--- src/rtl/cst_pkg.sv ---
// shared types, constants and the sample step table of the spline tessellator
package cst_pkg;

    typedef enum logic [2:0] {
        ST_IDLE,
        ST_COEF,
        ST_EV0,
        ST_EV1,
        ST_EV2
    } cst_state_t;

    localparam logic [1:0] AXIS_LAST = 2'd2;
    localparam logic [4:0] SEG_MIN   = 5'd4;

    // controller to datapath
    typedef struct packed {
        logic       win_we;
        logic       win_fill;
        logic       coef_en;
        logic [1:0] coef_axis;
        logic       final_mode;
        logic       ev0;
        logic       ev1;
        logic       out_load;
        logic       out_last;
        logic [4:0] seg;
    } cst_cmd_t;

    // datapath to controller
    typedef struct packed {
        logic out_free;
    } cst_stat_t;

    typedef struct packed {
        logic [14:0] q;
        logic [4:0]  r;
    } cst_step_t;

    // t increment for a segment of seg samples: 65536 = q*seg + r
    function automatic cst_step_t seg_step(input logic [4:0] seg);
        cst_step_t st;
        case (seg)
            5'd5:    st = '{q: 15'd13107, r: 5'd1};
            5'd6:    st = '{q: 15'd10922, r: 5'd4};
            5'd7:    st = '{q: 15'd9362,  r: 5'd2};
            5'd8:    st = '{q: 15'd8192,  r: 5'd0};
            5'd9:    st = '{q: 15'd7281,  r: 5'd7};
            5'd10:   st = '{q: 15'd6553,  r: 5'd6};
            5'd11:   st = '{q: 15'd5957,  r: 5'd9};
            5'd12:   st = '{q: 15'd5461,  r: 5'd4};
            5'd13:   st = '{q: 15'd5041,  r: 5'd3};
            5'd14:   st = '{q: 15'd4681,  r: 5'd2};
            5'd15:   st = '{q: 15'd4369,  r: 5'd1};
            5'd16:   st = '{q: 15'd4096,  r: 5'd0};
            5'd17:   st = '{q: 15'd3855,  r: 5'd1};
            5'd18:   st = '{q: 15'd3640,  r: 5'd16};
            5'd19:   st = '{q: 15'd3449,  r: 5'd5};
            5'd20:   st = '{q: 15'd3276,  r: 5'd16};
            5'd21:   st = '{q: 15'd3120,  r: 5'd16};
            5'd22:   st = '{q: 15'd2978,  r: 5'd20};
            5'd23:   st = '{q: 15'd2849,  r: 5'd9};
            5'd24:   st = '{q: 15'd2730,  r: 5'd16};
            5'd25:   st = '{q: 15'd2621,  r: 5'd11};
            5'd26:   st = '{q: 15'd2520,  r: 5'd16};
            5'd27:   st = '{q: 15'd2427,  r: 5'd7};
            5'd28:   st = '{q: 15'd2340,  r: 5'd16};
            5'd29:   st = '{q: 15'd2259,  r: 5'd25};
            5'd30:   st = '{q: 15'd2184,  r: 5'd16};
            5'd31:   st = '{q: 15'd2114,  r: 5'd2};
            default: st = '{q: 15'd16384, r: 5'd0};
        endcase
        return st;
    endfunction

endpackage

--- src/rtl/cst_ctrl.sv ---
// controller: configuration registers, point count and the emission sequencer
module cst_ctrl (
    input  logic              aclk,
    input  logic              aresetn,
    input  logic              cfg_valid,
    output logic              cfg_ready,
    input  logic              cfg_index,
    input  logic [4:0]        cfg_data,
    input  logic              s_tvalid,
    output logic              s_tready,
    input  logic [2:0]        s_group,
    input  logic              s_last,
    output cst_pkg::cst_cmd_t cmd,
    input  cst_pkg::cst_stat_t stat
);
    import cst_pkg::*;

    localparam logic CFG_SPS = 1'b0;
    localparam logic CFG_GRP = 1'b1;

    cst_state_t state_reg, state_next;
    logic [1:0] cnt_reg, cnt_next;
    logic [5:0] k_reg, k_next;
    logic [1:0] axis_reg, axis_next;
    logic       final_pend_reg, final_pend_next;
    logic       mode_final_reg, mode_final_next;
    logic [4:0] spc_reg;
    logic [2:0] grp_reg;

    logic       accept, match, do_mid, do_final, at_end;
    logic [1:0] cnt_after;
    logic [4:0] seg;
    logic [5:0] kend;

    assign cfg_ready = 1'b1;
    assign accept    = s_tvalid && s_tready;
    assign match     = (s_group == grp_reg);
    assign seg       = (spc_reg < SEG_MIN) ? SEG_MIN : spc_reg;
    assign kend      = mode_final_reg ? {1'b0, seg} : ({1'b0, seg} - 6'd1);
    assign at_end    = (k_reg == kend);
    assign cnt_after = (match && cnt_reg != 2'd3) ? cnt_reg + 2'd1 : cnt_reg;
    assign do_mid    = match && (cnt_reg >= 2'd2);
    assign do_final  = s_last && (cnt_after >= 2'd2);

    always_ff @(posedge aclk) begin
        if (!aresetn) begin
            spc_reg <= 5'd12;
            grp_reg <= 3'd0;
        end else if (cfg_valid && cfg_ready) begin
            unique case (cfg_index)
                CFG_SPS: spc_reg <= cfg_data;
                CFG_GRP: grp_reg <= cfg_data[2:0];
                default: ;
            endcase
        end
    end

    always_ff @(posedge aclk) begin
        if (!aresetn) begin
            state_reg      <= ST_IDLE;
            cnt_reg        <= 2'd0;
            k_reg          <= 6'd0;
            axis_reg       <= 2'd0;
            final_pend_reg <= 1'b0;
            mode_final_reg <= 1'b0;
        end else begin
            state_reg      <= state_next;
            cnt_reg        <= cnt_next;
            k_reg          <= k_next;
            axis_reg       <= axis_next;
            final_pend_reg <= final_pend_next;
            mode_final_reg <= mode_final_next;
        end
    end

    // next state
    always_comb begin
        state_next      = state_reg;
        cnt_next        = cnt_reg;
        k_next          = k_reg;
        axis_next       = axis_reg;
        final_pend_next = final_pend_reg;
        mode_final_next = mode_final_reg;
        unique case (state_reg)
            ST_IDLE: begin
                if (accept) begin
                    cnt_next  = s_last ? 2'd0 : cnt_after;
                    k_next    = 6'd0;
                    axis_next = 2'd0;
                    if (do_mid) begin
                        state_next      = ST_COEF;
                        mode_final_next = 1'b0;
                        final_pend_next = do_final;
                    end else if (do_final) begin
                        state_next      = ST_COEF;
                        mode_final_next = 1'b1;
                        final_pend_next = 1'b0;
                    end
                end
            end
            ST_COEF: begin
                if (axis_reg == AXIS_LAST) begin
                    axis_next  = 2'd0;
                    state_next = ST_EV0;
                end else begin
                    axis_next = axis_reg + 2'd1;
                end
            end
            ST_EV0: state_next = ST_EV1;
            ST_EV1: state_next = ST_EV2;
            ST_EV2: begin
                if (stat.out_free) begin
                    if (!at_end) begin
                        k_next     = k_reg + 6'd1;
                        state_next = ST_EV0;
                    end else if (final_pend_reg) begin
                        final_pend_next = 1'b0;
                        mode_final_next = 1'b1;
                        k_next          = 6'd0;
                        axis_next       = 2'd0;
                        state_next      = ST_COEF;
                    end else begin
                        state_next = ST_IDLE;
                    end
                end
            end
            default: state_next = ST_IDLE;
        endcase
    end

    // outputs
    always_comb begin
        s_tready       = 1'b0;
        cmd            = '0;
        cmd.seg        = seg;
        cmd.final_mode = mode_final_reg;
        cmd.coef_axis  = axis_reg;
        cmd.win_fill   = (cnt_reg == 2'd0);
        cmd.out_last   = at_end && !final_pend_reg;
        unique case (state_reg)
            ST_IDLE: begin
                s_tready   = 1'b1;
                cmd.win_we = accept && match;
            end
            ST_COEF: cmd.coef_en = 1'b1;
            ST_EV0:  cmd.ev0 = 1'b1;
            ST_EV1:  cmd.ev1 = 1'b1;
            ST_EV2:  cmd.out_load = stat.out_free;
            default: ;
        endcase
    end

endmodule

--- config.mk ---
export PLATFORM = sky130hd
export DESIGN_NAME = cst_ctrl
export DESIGN_NICKNAME = d
export VERILOG_FILES = /design/src/rtl/cst_pkg.sv /design/src/rtl/cst_ctrl.sv
export SDC_FILE = /design/constraint.sdc
export NUM_CORES = 1
export LEC_CHECK = 0
export ABC_AREA = 1
export BUFFER_PORTS_ARGS = -buffer_cell sky130_fd_sc_hd__buf_2
export CAP_MARGIN = 30
export CORE_MARGIN = 5
export CORE_UTILIZATION = 26
export DETAILED_ROUTE_END_ITERATION = 12
export PLACE_DENSITY = 0.5
export SLEW_MARGIN = 0
export SYNTH_ARGS = -nofsm -noshare
export SYNTH_HDL_FRONTEND = slang
export SYNTH_SLANG_ARGS = --single-unit
--- constraint.sdc ---
create_clock -name aclk -period 2.5 [get_ports aclk]
set_input_delay 0.375 -clock aclk [delete_from_list [all_inputs] [get_ports aclk]]
set_output_delay 0.375 -clock aclk [all_outputs]
set_load 0.005 [all_outputs]
==> impl_metrics.yaml <==
outcome:
  status: "completed"
synthesis:
  synthFlopType: "dfxtp_1"
  yosysTopAreaCellShare_pct: 27.57
  synth_top_area_cell: "dfxtp_1"
  synth_edf_count: 0
  yosys.cell_types.count: 34
  synthCells: 253
  synth_top_family_by_area: "simple AND/OR/NAND/NOR gates"
  synth_xor_area_share_pct: 4.195
  syn_area_sq_um: 1670
  synth_seq_cells: 23
  synth_adder_area_share_pct: 3.745
  synth.area.mux_share_pct: 0
  yosys.area_share.simple_pct: 40.82
  yosys-top-cells-area: "dfxtp_1 28%, nand2_1 12%, inv_1 8.5%"
  ys_seq_area_share_pct: 27.57
  syn_nets: 273
  ys_async_sr_fraction_pct: 0
  yosys_warnings: 0
  synth_compound_area_share_pct: 10.94
  syn_avg_cell_area_sq_um: 6.602
global_routing:
  grt-ovfl-total: 0
  antenna_found_initial: 0
  grt_pass1_vias: 1447
  grt_max_degree: 21
  track_usage_pct: 9.681
  grt_pass1_wl_mm: 6.644
detailed_routing:
  avgRoutedWirePerCell_um: 11.31
  wirelength_mm: 4.106
  drt_iter0_drc: 72
  drc: 0
  drtPass1Iterations: 4
  vias_per_cell: 4.410
  vias: 1601
  final_antenna_net_count: 0
final_layout:
  n_antenna_cell: 0
  stdcell_area_sq_um: 1981
  drive_gt1_share_pct: 26.57
  largest_register_ffs: 6
  nets: 307
  area_delta_synth_final_pct: 18.58
  fillerInstances: 725
critical_path:
  slowest_delay_ns: 0.37
  critPathArrivalTime_ns: 2.00
  cp-start-kind: "flip-flop"
  critPathKind: "flip-flop to output port"
  path_cells: "nor2_4, nand2_2, nand2_2, ha_2, or2_1, nand3_1, nand2_2, nor2_4, nand2_4, nor2_2, buf_2"
  crit_path_max_fanout: 4
  slowest_stage: "dfxtp_4"
  path_buf_inv: 1
  end_kind: "output port"
  crit_top_cell: "nand2_2"
  cp.required_ns: 2.12
  critical-path-top-delay-family: "simple AND/OR/NAND/NOR gates"
clock_tree:
  cts_tree: "built"
  clock_path_buffers: 2
  clkTransAtPathRegs_ns: 0.09
  cts-buffers-inserted: 3
  clock-sinks: 23
  ctsHoldBuffers: 0
  cts_max_level: 1
  worstSkewPairLatency_ns: 0.27
  root_buffer: "clkbuf_8"
floorplanning:
  start_util_pct: 26.46
  die_area_sq_um: 8127
  core_sq_um: 6314
  dieWidth_um: 90.15
  num_rows: 29
  io_pins: 32
  die_h_um: 90.15
place:
  dp_hpwl_mm: 3.148
  placed_area_sq_um: 1872
  port_buffers: 30
  routabilityCongestion: 0.8242
sta:
  fin_crit_sh_pct: 94.91
  tightest_slew_ns: 0.5420
  fin_skew_ns: 0.007495
  holdWs_ns: 0.3172
  slew_headroom_pct: 63.65
  maxSlewViolCount: 0
  setup-violations-final: 0
  hold_violations: 0
  max_freq_mhz: 421.5
  period_minus_slack_ns: 2.373
pwr:
  ir_drop_uv: 217.6
  power_leakage_nw: 0.9492
  power_density_nw_per_um2: 477.4
min_path:
  hold_class: "primary input to flip-flop"
flow_run:
  drv_cap: 0
==> stage by stage <==
stage / setup WS (ns) / setup TNS (ns) / utilization, % / power (mW) / cells
after detailed placement: 0.2835 / 0 / 29.65 / 0.6994 / 353
final: 0.1273 / 0 / 31.37 / 0.9455 / 363
after floorplan: 0.5457 / 0 / - / 0.6341 / 253
after global placement: 0.3346 / 0 / 29.65 / 0.6978 / 353
after CTS: 0.02694 / 0 / 30.50 / 0.9556 / 358
after global routing: -0.02665 / -0.02665 / 31.37 / 1.013 / 363
==> layout make-up <==
type,instances,area [sq um],share of cell area [%]
flip-flops and latches,23,466.7,23.56
inverters,43,163.9,8.275
clock buffers,4,45.04,2.274
multi-input cells,180,1013,51.17
repair buffers,36,195.2,9.855
well taps,77,96.34,4.864
==> final timing paths <==
path	start	end	slack [ns]	depth (start not counted)
worst min register to register	grp_reg[0]	grp_reg[0]	0.48	2
worst min-delay path	cfg_data[3]	spc_reg[3]	0.32	3
worst max register to register	spc_reg[4]	axis_reg[1]	0.38	14
worst max-delay path	spc_reg[4]	cmd[5]	0.13	11
==> per-layer routing <==
layer  up-vias  part of all wire [%]  GRT usage (%)
met4         0                   1.1          2.978
li1        860                     -              -
met3         4                   3.6          2.504
met1       713                    49          13.02
met5         -                     0              0
met2        24                    46          15.12
==> cell families (layout without fill, tap and decap cells) <==
logic type,count (synthesis),count (layout)
XOR/XNOR,8,8
other,1,1
AO/OA/AOI/OAI,29,29
flip-flops,23,23
AND/OR/NAND/NOR,137,137
buffers and inverters,50,83
adder cells (fa/ha/maj),5,5
==> worst register-to-register path, stage by stage, from the launching register on <==
cell and delay, ns:
dfxtp_4 0.37, nor2_4 0.11, nand2_2 0.08, nand2_2 0.08
ha_2 0.26, or2_1 0.22, nand3_1 0.10, nand2_2 0.07
nor2_4 0.16, nand2_4 0.08, buf_4 0.15, nand2_4 0.11
nand4_1 0.09, nand2_1 0.09, nor2_1 0.05
==> cells in the final DEF (no fill, tap or decap), drive strengths merged <==
cell type / instances
inv: 43
a31oi: 2
a21oi: 13
ha: 5
conb: 1
nand3: 21
nand3b: 1
nor3: 7
xor2: 5
xnor2: 3
nand4: 5
o21ai: 8
dfxtp: 23
or2: 1
a21boi: 1
nand2: 63
buf: 36
nor2: 39
a211oi: 1
clkbuf: 4
o211ai: 3
a221oi: 1
==> what timing repair did <==
action | CTS | global route
pin swaps | 1 | 2
gates resized for setup | 1 | 8
endpoints found under the setup margin | 1 | 1
buffers inserted | 1 | 5
==> synth_stat cells (all sizes together), types with 2 or more instances <==
cell type / number
a31oi: 2
nor2: 39
inv: 43
ha: 5
nand2: 63
dfxtp: 23
xor2: 5
a21oi: 13
buf: 4
nand3: 21
xnor2: 3
o21ai: 8
clkbuf: 2
nor3: 7
o211ai: 3
nand4: 5
==> where the power goes <==
group | internal (mW) | switching [mW] | total, mW
registers | 0.393 | 0.0321 | 0.425
logic | 0.109 | 0.165 | 0.275
clock network | 0.114 | 0.131 | 0.246
(Power assumes the default switching activity.)
